**src/rtl/date_offset_adder_defines.svh**
```systemverilog
// Assertion helpers shared by the date offset adder RTL.
// Both expect signals clk and rst in the enclosing scope.
`ifndef DATE_OFFSET_ADDER_DEFINES_SVH
`define DATE_OFFSET_ADDER_DEFINES_SVH

// Same-cycle implication.
`define DOA_ASSERT_NOW(label, ante, cons, msg) \
  label: assert property (@(posedge clk) disable iff (rst) (ante) |-> (cons)) \
    else $error(msg);

// Next-cycle implication.
`define DOA_ASSERT_NEXT(label, ante, cons, msg) \
  label: assert property (@(posedge clk) disable iff (rst) (ante) |=> (cons)) \
    else $error(msg);

`endif

```
**src/rtl/doa_pkg.sv**
```systemverilog
package doa_pkg;

  localparam int StepW = 3;
  typedef logic [StepW-1:0] step_t;

  localparam logic [16:0] SPAN_DAYS  = 17'd73049;
  localparam logic [11:0] FIRST_YEAR = 12'd1900;
  localparam logic [11:0] LAST_YEAR  = 12'd2099;
  localparam logic [3:0]  LAST_MONTH = 4'd12;

  // config register indexes
  localparam logic [1:0] REG_YEAR  = 2'd0;
  localparam logic [1:0] REG_MONTH = 2'd1;
  localparam logic [1:0] REG_DAY   = 2'd2;

  localparam logic [11:0] RST_YEAR  = 12'd2000;
  localparam logic [3:0]  RST_MONTH = 4'd1;
  localparam logic [4:0]  RST_DAY   = 5'd1;

  // datapath operations
  typedef enum logic [2:0] {
    OP_IDLE  = 3'd0,
    OP_LOAD  = 3'd1,
    OP_YFWD  = 3'd2,
    OP_MFWD  = 3'd3,
    OP_WRAP  = 3'd4,
    OP_YBACK = 3'd5,
    OP_MBACK = 3'd6,
    OP_EMIT  = 3'd7
  } op_t;

  // jump conditions
  typedef enum logic [2:0] {
    C_NEVER    = 3'd0,
    C_NO_ITEM  = 3'd1,
    C_CNT_LT_Y = 3'd2,
    C_CNT_LT_M = 3'd3,
    C_OUT_SPAN = 3'd4,
    C_YBACK    = 3'd5,
    C_MBACK    = 3'd6,
    C_OUT_BUSY = 3'd7
  } cond_t;

  typedef struct packed {
    op_t   op;
    cond_t cond;
    step_t target;
  } uword_t;

  typedef struct packed {
    logic item;
    logic cnt_lt_y;
    logic cnt_lt_m;
    logic out_span;
    logic yback;
    logic mback;
    logic out_busy;
  } flags_t;

  // Valid for 1900..2099 only: 1900 is the one century year in range that is not leap.
  function automatic logic is_leap(logic [11:0] y);
    return (y[1:0] == 2'd0) && (y != FIRST_YEAR);
  endfunction

  function automatic logic [4:0] month_len(logic [11:0] y, logic [3:0] m);
    logic [4:0] len;
    case (m)
      4'd4, 4'd6, 4'd9, 4'd11: len = 5'd30;
      4'd2:                    len = is_leap(y) ? 5'd29 : 5'd28;
      default:                 len = 5'd31;
    endcase
    return len;
  endfunction

  function automatic logic [8:0] year_len(logic [11:0] y);
    return is_leap(y) ? 9'd366 : 9'd365;
  endfunction

  // Microcode program: on a taken condition jump to target, else step + 1.
  function automatic uword_t ucode(step_t s);
    uword_t w;
    unique case (s)
      3'd0:    w = '{op: OP_IDLE,  cond: C_NO_ITEM,  target: 3'd0};
      3'd1:    w = '{op: OP_LOAD,  cond: C_NEVER,    target: 3'd0};
      3'd2:    w = '{op: OP_YFWD,  cond: C_CNT_LT_Y, target: 3'd2};
      3'd3:    w = '{op: OP_MFWD,  cond: C_CNT_LT_M, target: 3'd3};
      3'd4:    w = '{op: OP_WRAP,  cond: C_OUT_SPAN, target: 3'd4};
      3'd5:    w = '{op: OP_YBACK, cond: C_YBACK,    target: 3'd5};
      3'd6:    w = '{op: OP_MBACK, cond: C_MBACK,    target: 3'd6};
      default: w = '{op: OP_EMIT,  cond: C_OUT_BUSY, target: 3'd7};
    endcase
    return w;
  endfunction

endpackage

```
**src/rtl/doa_seq.sv**
```systemverilog
`include "date_offset_adder_defines.svh"

module doa_seq (
  input  logic            clk,
  input  logic            rst,
  input  doa_pkg::flags_t flags,
  output doa_pkg::uword_t uw
);

  doa_pkg::step_t step;
  doa_pkg::step_t step_next;
  logic           hit;

  assign uw = doa_pkg::ucode(step);

  always_comb begin
    unique case (uw.cond)
      doa_pkg::C_NEVER:    hit = 1'b0;
      doa_pkg::C_NO_ITEM:  hit = !flags.item;
      doa_pkg::C_CNT_LT_Y: hit = flags.cnt_lt_y;
      doa_pkg::C_CNT_LT_M: hit = flags.cnt_lt_m;
      doa_pkg::C_OUT_SPAN: hit = flags.out_span;
      doa_pkg::C_YBACK:    hit = flags.yback;
      doa_pkg::C_MBACK:    hit = flags.mback;
      doa_pkg::C_OUT_BUSY: hit = flags.out_busy;
      default:             hit = 1'b0;
    endcase
    step_next = hit ? uw.target : step + doa_pkg::step_t'(1);
  end

  always_ff @(posedge clk) begin
    if (rst) begin
      step <= '0;
    end else begin
      step <= step_next;
    end
  end

  `DOA_ASSERT_NEXT(a_item_starts_load, flags.item, uw.op == doa_pkg::OP_LOAD, "item did not start program")
  `DOA_ASSERT_NOW(a_item_only_idle, flags.item, uw.op == doa_pkg::OP_IDLE, "item taken mid program")

endmodule

```
**src/rtl/doa_dp.sv**
```systemverilog
`include "date_offset_adder_defines.svh"

module doa_dp (
  input  logic               clk,
  input  logic               rst,
  input  doa_pkg::uword_t    uw,
  output doa_pkg::flags_t    flags,
  input  logic [11:0]        dflt_year,
  input  logic [3:0]         dflt_month,
  input  logic [4:0]         dflt_day,
  input  logic               in_valid,
  output logic               in_stall,
  input  logic [11:0]        year_in,
  input  logic [3:0]         month_in,
  input  logic [4:0]         day_in,
  input  logic signed [17:0] delta,
  output logic               out_valid,
  input  logic               out_stall,
  output logic               input_valid,
  output logic [16:0]        day_number,
  output logic [11:0]        year_out,
  output logic [3:0]         month_out,
  output logic [4:0]         day_out
);

  localparam logic signed [18:0] SpanS = $signed({2'b00, doa_pkg::SPAN_DAYS});

  // captured transaction
  logic [11:0]        yi;
  logic [3:0]         mi;
  logic [4:0]         di;
  logic signed [17:0] dlt;

  // working registers
  logic               vld;
  logic [11:0]        y;
  logic [3:0]         m;
  logic [11:0]        cnt;
  logic signed [18:0] acc;
  logic [16:0]        n;

  logic               accept;
  logic               in_ok;
  logic [11:0]        sel_y;
  logic [3:0]         sel_m;
  logic [4:0]         sel_d;
  logic [4:0]         dlen;
  logic signed [18:0] ylen;
  logic signed [18:0] mlen_fwd;
  logic signed [18:0] mlen_back;

  assign in_stall = (uw.op != doa_pkg::OP_IDLE);
  assign accept   = in_valid && !in_stall;

  always_comb begin
    in_ok = (yi >= doa_pkg::FIRST_YEAR) && (yi <= doa_pkg::LAST_YEAR) &&
            (mi >= 4'd1) && (mi <= doa_pkg::LAST_MONTH) &&
            (di >= 5'd1) && (di <= doa_pkg::month_len(yi, mi));
    // default date, saturated into range
    if (dflt_year < doa_pkg::FIRST_YEAR) begin
      sel_y = doa_pkg::FIRST_YEAR;
    end else if (dflt_year > doa_pkg::LAST_YEAR) begin
      sel_y = doa_pkg::LAST_YEAR;
    end else begin
      sel_y = dflt_year;
    end
    if (dflt_month < 4'd1) begin
      sel_m = 4'd1;
    end else if (dflt_month > doa_pkg::LAST_MONTH) begin
      sel_m = doa_pkg::LAST_MONTH;
    end else begin
      sel_m = dflt_month;
    end
    dlen = doa_pkg::month_len(sel_y, sel_m);
    if (dflt_day < 5'd1) begin
      sel_d = 5'd1;
    end else if (dflt_day > dlen) begin
      sel_d = dlen;
    end else begin
      sel_d = dflt_day;
    end
    if (in_ok) begin
      sel_y = yi;
      sel_m = mi;
      sel_d = di;
    end
  end

  assign ylen      = $signed({10'b0, doa_pkg::year_len(cnt)});
  assign mlen_fwd  = $signed({14'b0, doa_pkg::month_len(y, cnt[3:0])});
  assign mlen_back = mlen_fwd;

  always_comb begin
    flags.item     = accept;
    flags.cnt_lt_y = cnt < y;
    flags.cnt_lt_m = cnt < {8'b0, m};
    flags.out_span = acc[18] || (acc >= SpanS);
    flags.yback    = (cnt < doa_pkg::LAST_YEAR) && (acc >= ylen);
    flags.mback    = (cnt < {8'b0, doa_pkg::LAST_MONTH}) && (acc >= mlen_back);
    flags.out_busy = out_valid && out_stall;
  end

  always_ff @(posedge clk) begin
    if (accept) begin
      yi  <= year_in;
      mi  <= month_in;
      di  <= day_in;
      dlt <= delta;
    end
    case (uw.op)
      doa_pkg::OP_LOAD: begin
        vld <= in_ok;
        y   <= sel_y;
        m   <= sel_m;
        acc <= $signed({14'b0, sel_d}) - 19'sd1;
        cnt <= doa_pkg::FIRST_YEAR;
      end
      doa_pkg::OP_YFWD: begin
        if (flags.cnt_lt_y) begin
          acc <= acc + ylen;
          cnt <= cnt + 12'd1;
        end else begin
          cnt <= 12'd1;
        end
      end
      doa_pkg::OP_MFWD: begin
        if (flags.cnt_lt_m) begin
          acc <= acc + mlen_fwd;
          cnt <= cnt + 12'd1;
        end else begin
          n   <= acc[16:0];
          acc <= acc + 19'(dlt);
        end
      end
      doa_pkg::OP_WRAP: begin
        if (acc[18]) begin
          acc <= acc + SpanS;
        end else if (acc >= SpanS) begin
          acc <= acc - SpanS;
        end else begin
          cnt <= doa_pkg::FIRST_YEAR;
        end
      end
      doa_pkg::OP_YBACK: begin
        if (flags.yback) begin
          acc <= acc - ylen;
          cnt <= cnt + 12'd1;
        end else begin
          y   <= cnt;
          cnt <= 12'd1;
        end
      end
      doa_pkg::OP_MBACK: begin
        if (flags.mback) begin
          acc <= acc - mlen_back;
          cnt <= cnt + 12'd1;
        end
      end
      default: begin
      end
    endcase
    if (uw.op == doa_pkg::OP_EMIT && !flags.out_busy) begin
      input_valid <= vld;
      day_number  <= n;
      year_out    <= y;
      month_out   <= cnt[3:0];
      day_out     <= acc[4:0] + 5'd1;
    end
  end

  always_ff @(posedge clk) begin
    if (rst) begin
      out_valid <= 1'b0;
    end else if (uw.op == doa_pkg::OP_EMIT && !flags.out_busy) begin
      out_valid <= 1'b1;
    end else if (out_valid && !out_stall) begin
      out_valid <= 1'b0;
    end
  end

  `DOA_ASSERT_NOW(a_wrap_done_in_span, uw.op == doa_pkg::OP_YBACK, !acc[18] && acc < SpanS, "sum not wrapped")
  `DOA_ASSERT_NEXT(a_emit_month_ok, uw.op == doa_pkg::OP_EMIT && !flags.out_busy, month_out >= 4'd1 && month_out <= doa_pkg::LAST_MONTH, "bad result month")
  `DOA_ASSERT_NOW(a_busy_while_full, uw.op == doa_pkg::OP_EMIT && out_valid && out_stall, flags.out_busy, "result overwritten")

endmodule

```
**src/rtl/date_offset_adder.sv**
```systemverilog
// Date offset adder: adds a signed day delta to a Gregorian date (1900..2099).
// Input channel: in_valid / in_stall with year_in, month_in, day_in, delta.
//   A transaction is taken when in_valid is high and in_stall is low. An
//   invalid date is replaced by the default date held in the config registers.
// Output channel: out_valid / out_stall with input_valid, day_number and the
//   resulting year_out, month_out, day_out. One result per input transaction.
// Config channel: cfg_valid / cfg_ready with cfg_index (0 year, 1 month,
//   2 day) and cfg_data; cfg_ready is always high, index 3 is ignored.
// Timing: a microcoded sequencer walks years and months one per cycle through
//   one accumulator: up from 1900 to the checked date, adds delta, wraps the
//   sum into the span, then walks it back out into year_out and month_out; the
//   year walks dominate. An item is taken only while the sequencer is idle.
// Stall: a finished result sits in the output register while the next item
//   is taken and worked; if that item finishes while out_stall still holds,
//   the sequencer waits at its last step and in_stall stays high.
// Reset (rst, synchronous): sequencer to idle, output empty, defaults return
//   to 2000-01-01.
module date_offset_adder (
  input  logic               clk,
  input  logic               rst,
  input  logic               in_valid,
  output logic               in_stall,
  input  logic [11:0]        year_in,
  input  logic [3:0]         month_in,
  input  logic [4:0]         day_in,
  input  logic signed [17:0] delta,
  output logic               out_valid,
  input  logic               out_stall,
  output logic               input_valid,
  output logic [16:0]        day_number,
  output logic [11:0]        year_out,
  output logic [3:0]         month_out,
  output logic [4:0]         day_out,
  input  logic               cfg_valid,
  output logic               cfg_ready,
  input  logic [1:0]         cfg_index,
  input  logic [11:0]        cfg_data
);

  // default date registers
  logic [11:0] default_year;
  logic [3:0]  default_month;
  logic [4:0]  default_day;

  doa_pkg::uword_t uw;
  doa_pkg::flags_t flags;

  assign cfg_ready = 1'b1;

  // Config writes: user must make them only while idle; not enforced.
  always_ff @(posedge clk) begin
    if (rst) begin
      default_year  <= doa_pkg::RST_YEAR;
      default_month <= doa_pkg::RST_MONTH;
      default_day   <= doa_pkg::RST_DAY;
    end else if (cfg_valid && cfg_ready) begin
      case (cfg_index)
        doa_pkg::REG_YEAR:  default_year  <= cfg_data;
        doa_pkg::REG_MONTH: default_month <= cfg_data[3:0];
        doa_pkg::REG_DAY:   default_day   <= cfg_data[4:0];
        default: begin
        end
      endcase
    end
  end

  // step counter + microcode ROM
  doa_seq u_seq (
    .clk   (clk),
    .rst   (rst),
    .flags (flags),
    .uw    (uw)
  );

  // accumulator, counter, date registers and output register
  doa_dp u_dp (
    .clk         (clk),
    .rst         (rst),
    .uw          (uw),
    .flags       (flags),
    .dflt_year   (default_year),
    .dflt_month  (default_month),
    .dflt_day    (default_day),
    .in_valid    (in_valid),
    .in_stall    (in_stall),
    .year_in     (year_in),
    .month_in    (month_in),
    .day_in      (day_in),
    .delta       (delta),
    .out_valid   (out_valid),
    .out_stall   (out_stall),
    .input_valid (input_valid),
    .day_number  (day_number),
    .year_out    (year_out),
    .month_out   (month_out),
    .day_out     (day_out)
  );

endmodule

```
**config.mk**
```make
export PLATFORM = sky130hd
export DESIGN_NAME = date_offset_adder
export DESIGN_NICKNAME = d
export VERILOG_FILES = /design/src/rtl/doa_pkg.sv /design/src/rtl/doa_seq.sv /design/src/rtl/doa_dp.sv /design/src/rtl/date_offset_adder.sv
export VERILOG_INCLUDE_DIRS = /design/src /design/src/rtl
export SDC_FILE = /design/constraint.sdc
export NUM_CORES = 1
export LEC_CHECK = 0
export ABC_AREA = 0
export BUFFER_PORTS_ARGS = -buffer_cell sky130_fd_sc_hd__buf_2
export CAP_MARGIN = 20
export CORE_MARGIN = 2
export CORE_UTILIZATION = 60
export DETAILED_ROUTE_END_ITERATION = 7
export PLACE_DENSITY = 0.84
export SKIP_CTS_REPAIR_TIMING = 1
export SYNTH_ARGS = -nofsm -noshare
export SYNTH_HDL_FRONTEND = slang
export SYNTH_SLANG_ARGS = --single-unit
export TNS_END_PERCENT = 20
```
**constraint.sdc**
```tcl
create_clock -name clk -period 11.67 [get_ports clk]
set_input_delay 2.334 -clock clk [delete_from_list [all_inputs] [get_ports clk]]
set_output_delay 2.334 -clock clk [all_outputs]
set_load 0.05 [all_outputs]
```
==> results of run 1 <==
[state kept, by name, summed over array words and instances (netlist names), 3 cells and up]
| signal | count |
|---|---|
| default_day | 5 |
| default_month | 4 |
| default_year | 12 |
| u_dp.acc | 19 |
| u_dp.cnt | 12 |
| u_dp.day_number | 17 |
| u_dp.day_out | 5 |
| u_dp.di | 5 |
| u_dp.dlt | 18 |
| u_dp.m | 4 |
| u_dp.mi | 4 |
| u_dp.month_out | 4 |
| u_dp.n | 17 |
| u_dp.y | 12 |
| u_dp.year_out | 12 |
| u_dp.yi | 12 |
| u_seq.step | 3 |
[metrics by stage]
stage               power, mW  std cells
finish                   3.75       1383
CTS                      3.69       1381
global placement         3.03       1349
global route             3.95       1383
detailed placement       3.09       1349
floorplan                2.60       1077
[area by class of cell]
type | count | area share, %
tap | 225 | 2.40
clock inverter | 15 | 1.65
inverter | 50 | 1.60
multi-input combinational | 801 | 45.1
timing repair buffer | 107 | 4.89
clock buffer | 17 | 3.62
sequential | 168 | 40.8
[power by group]
group | total (mW) | switching [mW] | internal (mW)
clock network | 0.581 | 0.288 | 0.293
registers | 1.30 | 0.312 | 0.987
logic | 1.87 | 1.26 | 0.611
[layout by cell type, fill, tap and decap left out, types with 12 or more instances in the layout]
master | Yosys | routed
buf_2 | 19 | 98
dfxtp_1 | 25 | 25
o211ai_1 | 19 | 19
xnor2_1 | 24 | 24
a31oi_1 | 14 | 14
edfxtp_1 | 143 | 143
clkbuf_16 | 0 | 17
and3_1 | 16 | 16
a211oi_1 | 14 | 14
nor2_1 | 95 | 94
a21oi_1 | 71 | 70
nor3_1 | 35 | 35
nand3_1 | 37 | 37
mux2i_1 | 29 | 29
nand2_1 | 96 | 96
o21ai_0 | 58 | 58
nand4_1 | 12 | 12
inv_1 | 48 | 48
o31ai_1 | 17 | 17
ha_1 | 52 | 52
[worst min path at each step]
stage	from	end	slack, ns	depth (start not counted)
6_report	u_dp.n[7]$_DFFE_PP_	u_dp.day_number[7]$_DFFE_PP_	0.41	0
5_1_grt	u_dp.n[7]$_DFFE_PP_	u_dp.day_number[7]$_DFFE_PP_	0.43	0
4_1_cts	u_dp.n[7]$_DFFE_PP_	u_dp.day_number[7]$_DFFE_PP_	0.41	0
3_5_place_dp	u_dp.n[10]$_DFFE_PP_	u_dp.day_number[10]$_DFFE_PP_	0.40	0
3_3_place_gp	u_dp.n[6]$_DFFE_PP_	u_dp.day_number[6]$_DFFE_PP_	0.40	0
2_1_floorplan	u_dp.n[0]$_DFFE_PP_	u_dp.day_number[0]$_DFFE_PP_	0.40	0
[cells by family after synthesis]
kind of cell | share of synthesized area (%)
AOI/OAI and AO/OA | 20.0
xor gates and xnor gates | 2.92
adders and majority gates | 6.76
buffers and inverters | 4.24
DFF | 45.6
muxes | 2.76
other | 0.0357
and+or+nand+nor | 17.7
[layer usage]
metal | routed length, microns | part of all wire [%] | vias up | global-route usage [%]
met5 | 0 | 0 | - | 0
met4 | 964 | 3.4 | 0 | 12.8
met3 | 2970 | 11 | 89 | 6.71
met2 | 12600 | 45 | 568 | 47.0
met1 | 11700 | 41 | 4300 | 42.7
li1 | - | - | 4217 | -
[worst reg2reg max path, delay by kind of cell, from the launching register on]
kind,cells,cell delay (ns)
buf+inv,1,0.27
fa+ha+maj,2,0.75
simple gates,3,1.09
flops,1,0.61
compound gates,7,1.81
mux,1,0.12
==> metrics.md, run 1 <==
| Metric | Value |
|---|---|
| Crit path buf inv count | `1` |
| Total CTS buffers | `17` |
| Cell family with most CP delay | `compound AO/OA/AOI/OAI gates` |
| Number of global-route vias before repair | `about 8400` |
| Start point of the critical path | `u_dp.cnt[2]$_DFFE_PP_` |
| Fin crit share | `a little over two fifths` |
| Max cap viols | `0` |
| Row Count | `48` |
| Syn-to-layout area delta | `11.8%` |
| Multi-input gate area | `~0.0053 sq mm` |
| Post-synth ARST share | `0%` |
| Hold WC Path Type | `reg2reg` |
| Die Y-Extent | `136 microns` |
| Critical Path, Cell by Cell | `ha_1 -> o21ai_0 -> o2111ai_1 -> buf_4 -> and2_1 -> nand2b_1 -> ha_1 -> nand3_1 -> o311ai_0 -> o21ai_0 -> o211ai_1 -> a31oi_1 -> mux2i_1 -> a211o_1` |
| Syn Area/Cell | `9.76 sq um` |
| Kind of critical path | `reg2reg` |
| Crit-path max cell delay | `about 0.80 ns` |
| Hold WS | `0.413 ns` |
| WP depth | `14` |
| WP data required | `11.87 ns` |
| Grt ovf | `0` |
| Largest net degree at the start of global routing | `40` |
| Layout Nets | `1258` |
| Startpoint Class | `flip-flop` |
| Depth of the CTS H-tree | `4` |
| CTS tree | `done` |
| Register-to-Register Setup Slack | `6.78 ns` |
| DR vias | `9174` |
| Final Hold Vio Count | `0` |
| Initial Utilization | `61.0%` |
| 1st-pass router iterations | `6` |
| Synth top cells by count | `143 x edfxtp_1, 96 x nand2_1, 95 x nor2_1` |
| Post-route clock skew | `~0.010 ns` |
| Setup crit end | `u_dp.acc[17]$_DFFE_PP_` |
| Post-synthesis cell type count | `87` |
| Arrival time at the worst endpoint | `about 5 ns` |
| Root buffer cell | `clkbuf_16` |
| Sequential cell area fraction in the yosys report | `45.6%` |
| Register-to-Register Path Depth | `14` |
| TNS Setup | `0 ns` |
| Pre-CTS setup slack | `6.88 ns` |
| Width of the die | `136 microns` |
| First-pass GRT wire length | `approximately 44 mm` |
| Outcome | `finished clean` |
| Setup violations, final | `0` |
| Leak Pwr | `~4.5 nW` |
| Register area | `between 0.004 and 0.005 sq mm` |
| Most common cell in the netlist | `edfxtp_1` |
| Final WL | `28.2 mm` |
| Initial antenna violation count | `0` |
| Core ar. | `approximately 0.017 sq mm` |
| Launching point of the worst reg2reg path | `u_dp.cnt[2]$_DFFE_PP_` |
| DRC | `0` |
| Max-slew headroom | `approximately 22%` |
| IO Port Bufs | `98` |
| Crit end category | `flip-flop` |
| Wire per inst | `20.4 microns` |
| # fillers | `1301` |
| Slew Viols, Final | `0` |
| Clock-pin transition on the worst setup and hold timing paths | `0.08 ns` |
| Clock insertion delay at the later pin of the skew report | `~0.44 ns` |
| RSZ-0062 raised after global routing | `false` |
| Total track usage | `30.8%` |
| Setup slack after layout | `6.78 ns` |
| Max Clock Freq | `0.204 GHz` |
| Clock Sinks | `between 150 and 200` |
| Utilization after layout | `about two thirds` |
| Worst vdd rail ir drop | `roughly 0.17 mV` |
| DRT iter0 DRCs | `1188` |
| Mapped Area | `approximately 0.011 sq mm` |
| Synth top area cells | `edfxtp_1 41%, ha_1 6.2%, dfxtp_1 4.8%, nand2_1 3.4%, nor2_1 3.4%` |
| Max Buffers Root-to-Sink | `2` |
| Pwr Density | `319 mW/mm^2` |
| Fin crit period | `4.89 ns` |
| Flops & latches, synth | `between 150 and 200` |
| Cell area after placement | `about 0.011 sq mm` |
| FF-to-FF End | `u_dp.acc[17]$_DFFE_PP_` |
| Detail Route Antenna Nets | `0` |
| Vias per cell | `roughly 6.6` |
| Finished Cell Area | `0.0118 sq mm` |
| Top cell type's share of synthesized area | `between 40% and 50%` |
| Yosys Warn Count | `0` |
| Mapped Cells | `about 1100` |
| Syn nets | `1190` |
| Yosys top cell by area | `edfxtp_1` |
| Ant diodes | `0` |
| Worst Max-Slew Pin Slew | `1.17 ns` |
| Routability Congestion | `approximately 0.96` |
| Crit Path Max Fanout | `20` |
| Post-synth top flop | `edfxtp_1` |
| Share of layout cells above drive strength 1 | `15.0%` |
| Die area | `approximately 0.019 sq mm` |
| IO Pins | `100` |
| CP max stage cell | `and2_1` |
| Number of synthesized flops with an enable pin | `143` |
| Detail Placement HPWL | `19.9 mm` |
Power figures use the tool's default switching activity.
==> run 2, diff against run 1 <==
- clock period: 11.67 -> 4.75 ns (I/O delays scaled with it)
==> metrics.md, run 2 (synthesized netlist as in run 1, its figures left out) <==
| Metric | Value |
|---|---|
| Outcome | `finished clean` |
| Largest regs | `u_dp.acc x19, u_dp.dlt x18` |
| FF-to-FF End | `u_dp.acc[17]$_DFFE_PP_` |
| Final Hold Vio Count | `0 (unchanged)` |
| CTS tree | `done` |
| WP depth | `13 (-1)` |
| Ant diodes | `0 (unchanged)` |
| Startpoint Class | `flip-flop` |
| Largest net degree at the start of global routing | `40 (unchanged)` |
| Clock insertion delay at the later pin of the skew report | `0.44 ns (about the same)` |
| Share of layout cells above drive strength 1 | `16.0% (+0.94 points)` |
| Vias per cell | `6.54 (-1.5%)` |
| DR vias | `9123 (-0.56%)` |
| Worst vdd rail ir drop | `0.437 mV (+150%)` |
| Setup slack after layout | `0.364 ns (-6.41 ns)` |
| Setup violations, final | `0 (unchanged)` |
| Hold WS | `0.419 ns (+0.00569 ns)` |
| Clock-pin transition on the worst setup and hold timing paths | `0.07 ns (about the same)` |
| DRC | `0 (unchanged)` |
| Cell with the most instances on the worst path | `o21ai_0` |
| Crit-path max cell delay | `0.58 ns (-0.22 ns)` |
| Final WL | `27.7 mm (-1.9%)` |
| TNS Setup | `0 ns (unchanged)` |
| Crit end category | `flip-flop` |
| Routability Congestion | `0.976 (+1.1%)` |
| Wire per inst | `19.8 microns (-2.9%)` |
| Commonest cells after routing, fill and taps aside | `143 x edfxtp_1, 98 x buf_2, 96 x nand2_1, 94 x nor2_1, 70 x a21oi_1` |
| Arrival time at the worst endpoint | `4.57 ns (-0.52 ns)` |
| Kind of critical path | `reg2reg` |
| Critical Path, Cell by Cell | `nor4_1 -> o2111ai_1 -> nand2_1 -> o21ai_0 -> a21o_1 -> ha_1 -> a21oi_1 -> o311ai_0 -> o21ai_0 -> o211ai_1 -> a31oi_1 -> mux2i_1 -> a211o_1` |
| Post-route clock skew | `0.0133 ns (+0.00288 ns)` |
| Inst Count DP | `1362 (+0.96%)` |
| Non-filler cells, final | `1396 (+0.94%)` |
| Register-to-Register Setup Slack | `0.36 ns (-6.41 ns)` |
| CP max stage cell | `nor4_1` |
| Layout Nets | `1271 (+1.0%)` |
| First-pass GRT wire length | `43.9 mm (-0.67%)` |
| Hold WC Path Type | `reg2reg` |
| Max reg flops | `19 (unchanged)` |
| Slew Viols, Final | `0 (unchanged)` |
| Commonest non-fill, non-tap cell in the layout | `edfxtp_1` |
| Max Clock Freq | `0.228 GHz (+12%)` |
| Root buffer cell | `clkbuf_16` |
| Pre-CTS setup slack | `0.603 ns (-6.27 ns)` |
| IO Pins | `100 (unchanged)` |
| Pwr Density | `781 mW/mm^2 (+150%)` |
| Core ar. | `0.0172 sq mm (unchanged)` |
| Detail Placement HPWL | `19.8 mm (-0.50%)` |
| Syn-to-layout area delta | `12.5%` |
| Met3 WL | `3.24 mm (+9.1%)` |
| Setup crit end | `u_dp.acc[17]$_DFFE_PP_` |
| RSZ-0062 raised after global routing | `false` |
| Worst Max-Slew Pin Slew | `1.02 ns (-0.150 ns)` |
| Wire length on met1 | `11.4 mm (-2.5%)` |
| Initial antenna violation count | `1 (+1)` |
| Die Y-Extent | `136 microns (unchanged)` |
| Width of the die | `136 microns (unchanged)` |
| Max-slew headroom | `31.7% (+10 points)` |
| IO Port Bufs | `98 (unchanged)` |
| 1st-pass router iterations | `6 (unchanged)` |
| Max Used Layer | `met5` |
| Number of global-route vias before repair | `8347 (-0.57%)` |
| Met2 wire length | `12.3 mm (-2.3%)` |
| Detail Route Antenna Nets | `0 (unchanged)` |
| Total track usage | `30.5% (-0.28 points)` |
| Crit path buf inv count | `0 (-1)` |
| Row Count | `48 (unchanged)` |
| Max cap viols | `0 (unchanged)` |
| Utilization after layout | `68.6% (+0.41 points)` |
| Clock Sinks | `168 (unchanged)` |
| Fin crit period | `4.39 ns (-0.506 ns)` |
| Crit Path Max Fanout | `7 (-65%)` |
| Die area | `0.0186 sq mm (unchanged)` |
| Initial Utilization | `61.0% (unchanged)` |
| Depth of the CTS H-tree | `4 (unchanged)` |
| Register-to-Register Path Depth | `13 (-1)` |
| WP data required | `4.94 ns (-6.93 ns)` |
| Most flops, register | `u_dp.acc` |
| Max Buffers Root-to-Sink | `2 (unchanged)` |
| Grt ovf | `0 (unchanged)` |
| DRT iter0 DRCs | `1157 (-2.6%)` |
| Total CTS buffers | `17 (unchanged)` |
| Fin crit share | `92.3% (+50 points)` |
| Launching point of the worst reg2reg path | `u_dp.cnt[10]$_DFFE_PP_` |
| Leak Pwr | `4.55 nW (+1.4%)` |
| Cell family with most CP delay | `compound AO/OA/AOI/OAI gates` |
| Start point of the critical path | `u_dp.cnt[10]$_DFFE_PP_` |
==> run 2: cell types whose count changed in the layout (fill, tap and decap cells not counted), sizes merged <==
cell	previous run	this run
clkbuf	17	20
buf	107	120
clkinv	9	6
==> run 2: per-layer routing <==
layer	global-route usage [%]	up-vias
li1	-	4238
met1	42.6	4218
met2	45.3	583
met3	9.28	82
met4	10.4	2
met5	0	-
==> run 2: stage by stage <==
step	cell area [sq um]	power, mW
2_1_floorplan	10500	6.38
3_3_place_gp	11200	7.55
3_5_place_dp	11200	7.66
4_1_cts	11800	9.12
5_1_grt	11800	9.73
6_report	11800	9.24
==> run 2: where the power goes <==
part / internal (mW) / leakage (nW) / total (mW) / switching, mW
Sequential: 2.43 / 1.55 / 3.10 / 0.669
Clock: 0.770 / 0.301 / 1.41 / 0.638
Combinational: 1.56 / 2.71 / 4.74 / 3.17
==> run 2: cell type report <==
cell class              count  area [sq um]
inverters                  50           188
well taps                 225           282
fillers                  1273          5410
flip-flops and latches    168          4790
clock buffers              20           489
clock inverters            12           116
repair buffers            120           659
multi-input cells         801          5300
==> run 2: worst min path at each step <==
stage / cells past startpoint / slack (ns) / start / endpoint
6_report: 0 / 0.42 / u_dp.n[15]$_DFFE_PP_ / u_dp.day_number[15]$_DFFE_PP_
5_1_grt: 0 / 0.43 / u_dp.n[7]$_DFFE_PP_ / u_dp.day_number[7]$_DFFE_PP_
4_1_cts: 0 / 0.42 / u_dp.n[7]$_DFFE_PP_ / u_dp.day_number[7]$_DFFE_PP_
3_5_place_dp: 0 / 0.40 / u_dp.n[12]$_DFFE_PP_ / u_dp.day_number[12]$_DFFE_PP_
3_3_place_gp: 0 / 0.40 / u_dp.n[16]$_DFFE_PP_ / u_dp.day_number[16]$_DFFE_PP_
2_1_floorplan: 0 / 0.40 / u_dp.n[0]$_DFFE_PP_ / u_dp.day_number[0]$_DFFE_PP_
==> run 2: worst reg2reg max path, delay by kind of cell (launching register included) <==
| family | cells | cell delay [ns] |
|---|---|---|
| adder cells (fa/ha/maj) | 1 | 0.28 |
| AO/OA/AOI/OAI | 9 | 2.45 |
| flip-flops | 1 | 0.52 |
| multiplexers | 1 | 0.11 |
| AND/OR/NAND/NOR | 2 | 0.75 |
==> run 3, diff against run 2 <==
- CORE_UTILIZATION: 60 -> 40
- CTS_BUF_LIST: unset -> sky130_fd_sc_hd__clkbuf_4
- PLACE_DENSITY: 0.84 -> 0.61
==> metrics.md, run 3 (synthesized netlist as in run 1, its figures left out) <==
| Metric | Value |
|---|---|
| Crit end category | `flip-flop` |
| Total track usage | `20.6% (-9.9 points)` |
| Final WL | `28.6 mm (+3.3%)` |
| Non-filler cells, final | `1508 (+8.0%)` |
| Pwr Density | `743 mW/mm^2 (-4.9%)` |
| Post-route clock skew | `0.0268 ns (+0.0135 ns)` |
| Share of layout cells above drive strength 1 | `16.0% (+0.072 points)` |
| Die Y-Extent | `166 microns (+22%)` |
| 1st-pass router iterations | `6 (unchanged)` |
| Most flops, register | `u_dp.acc` |
| Commonest non-fill, non-tap cell in the layout | `edfxtp_1` |
| Finished Cell Area | `0.0117 sq mm (-1.0%)` |
| Kind of critical path | `reg2reg` |
| Row Count | `59 (+23%)` |
| Inst Count DP | `1474 (+8.2%)` |
| Routability Congestion | `0.955 (-2.1%)` |
| Max Clock Freq | `0.229 GHz (+0.35%)` |
| Fin crit period | `4.37 ns (-0.0154 ns)` |
| IO Pins | `100 (unchanged)` |
| DRC | `0 (unchanged)` |
| Initial antenna violation count | `1 (unchanged)` |
| Arrival time at the worst endpoint | `4.66 ns (+0.09 ns)` |
| Total CTS buffers | `17 (unchanged)` |
| First-pass GRT wire length | `45.6 mm (+3.8%)` |
| Fin crit share | `92.0% (-0.32 points)` |
| Crit-path max cell delay | `0.54 ns (-0.04 ns)` |
| Startpoint Class | `flip-flop` |
| Setup violations, final | `0 (unchanged)` |
| Clock Sinks | `168 (unchanged)` |
| Wire per inst | `18.9 microns (-4.4%)` |
| Leak Pwr | `4.43 nW (-2.8%)` |
| Largest regs | `u_dp.acc x19, u_dp.dlt x18` |
| Initial Utilization | `40.6% (-20 points)` |
| Slew Viols, Final | `0 (unchanged)` |
| Vias per cell | `5.82 (-11%)` |
| Commonest cells after routing, fill and taps aside | `143 x edfxtp_1, 98 x buf_2, 96 x nand2_1, 94 x nor2_1, 70 x a21oi_1` |
| Critical Path, Cell by Cell | `nand4b_1 -> nor4_1 -> o31ai_1 -> a211oi_1 -> a31oi_1 -> ha_1 -> a221oi_1 -> or3_1 -> o21ai_0 -> o21a_1 -> inv_1 -> ha_1 -> nand2_1 -> xor2_1 -> mux2i_1 -> a221oi_1 -> o211ai_1` |
| IO Port Bufs | `98 (unchanged)` |
| Width of the die | `166 microns (+22%)` |
| Max cap viols | `0 (unchanged)` |
| RSZ-0062 raised after global routing | `false` |
| Max-slew headroom | `29.2% (-2.5 points)` |
| Worst vdd rail ir drop | `0.308 mV (-30%)` |
| Layout Nets | `1272 (+0.079%)` |
| CTS tree | `done` |
| Grt ovf | `0 (unchanged)` |
| Clock-pin transition on the worst setup and hold timing paths | `0.18 ns (+0.11 ns)` |
| DR vias | `8780 (-3.8%)` |
| Core ar. | `0.0259 sq mm (+50%)` |
| Max Buffers Root-to-Sink | `2 (unchanged)` |
| Detail Placement HPWL | `21.1 mm (+6.9%)` |
| Clock insertion delay at the later pin of the skew report | `0.61 ns (+0.17 ns)` |
| CP max stage cell | `a221oi_1` |
| DRT iter0 DRCs | `980 (-15%)` |
| Cell area after placement | `0.0114 sq mm (+1.4%)` |
| Number of global-route vias before repair | `8225 (-1.5%)` |
| Largest net degree at the start of global routing | `40 (unchanged)` |
| Depth of the CTS H-tree | `4 (unchanged)` |
| WP data required | `5.04 ns (+0.10 ns)` |
| Worst Max-Slew Pin Slew | `1.06 ns (+0.0360 ns)` |
| Detail Route Antenna Nets | `0 (unchanged)` |
| Die area | `0.0276 sq mm (+48%)` |
| Crit Path Max Fanout | `4 (-3)` |
| Hold WC Path Type | `reg2reg` |
| Design Power | `8.70 mW (-5.8%)` |
| Max reg flops | `19 (unchanged)` |
| Outcome | `finished clean` |
| Final Hold Vio Count | `0 (unchanged)` |
| Syn-to-layout area delta | `11.4%` |
| Root buffer cell | `clkbuf_4` |
| TNS Setup | `0 ns (unchanged)` |
run 3: changes by cell type in the layout (fill, tap and decap cells not counted):
cell | before | now
clkinv_4 | 2 | 3
clkbuf_8 | 1 | 0
clkinv_2 | 1 | 0
inv_12 | 0 | 1
clkbuf_16 | 19 | 0
clkbuf_4 | 0 | 17
diode_2 | 0 | 1
inv_6 | 5 | 1
buf_12 | 0 | 1
clkinv_8 | 1 | 7
run 3: cell type report:
type	instances	area, sq um
Fill cell	2463	14200
Multi-Input combinational cell	801	5300
Sequential cell	168	4790
Timing Repair Buffer	121	679
Tap cell	335	419
Clock inverter	15	199
Inverter	50	188
Clock buffer	17	128
Antenna cell	1	2.50
run 3: path summary, 6_finish.rpt:
check,from,slack (ns),cells after the start,endpoint
worst max-delay path,u_dp.yi[11]$_DFFE_PP_,0.38,17,u_dp.acc[4]$_DFFE_PP_
worst min-delay path,u_dp.n[4]$_DFFE_PP_,0.44,0,u_dp.day_number[4]$_DFFE_PP_
worst max register to register,u_dp.yi[11]$_DFFE_PP_,0.38,17,u_dp.acc[4]$_DFFE_PP_
worst min register to register,u_dp.n[4]$_DFFE_PP_,0.44,0,u_dp.day_number[4]$_DFFE_PP_
run 3: report_power, final:
part           internal, mW  switching [mW]  leakage (nW)
Clock                 0.258           0.649         0.169
Sequential             2.42           0.671          1.55
Combinational          1.56            3.15          2.71
Total                  4.23            4.47          4.43
run 3: worst max-delay path: cells and delay by family (launching register included):
kind	cells	cell delay, ns
AOI/OAI and AO/OA	8	1.78
and+or+nand+nor	4	1.02
adders and majority gates	2	0.52
DFF	1	0.41
xor gates and xnor gates	1	0.16
muxes	1	0.12
buffers and inverters	1	0.06
run 3: metrics by stage:
| stage | setup slack (ns) | hold WS (ns) | utilization, % |
|---|---|---|---|
| detailed placement | 0.457 | 0.405 | 43.8 |
| global placement | 0.405 | 0.401 | 43.8 |
| global route | 0.0375 | 0.444 | 45.2 |
| floorplan | 0.628 | 0.400 | - |
| finish | 0.380 | 0.435 | 45.2 |
| CTS | 0.379 | 0.431 | 45.1 |
run 3: metal layers:
metal / track usage, % / part of all wire, % / up-vias
met2: 30.1 / 43 / 387
li1: - / - / 4246
met3: 4.12 / 7.5 / 41
met4: 7.18 / 2.0 / 0
met5: 0 / 0 / -
met1: 30.5 / 47 / 4106
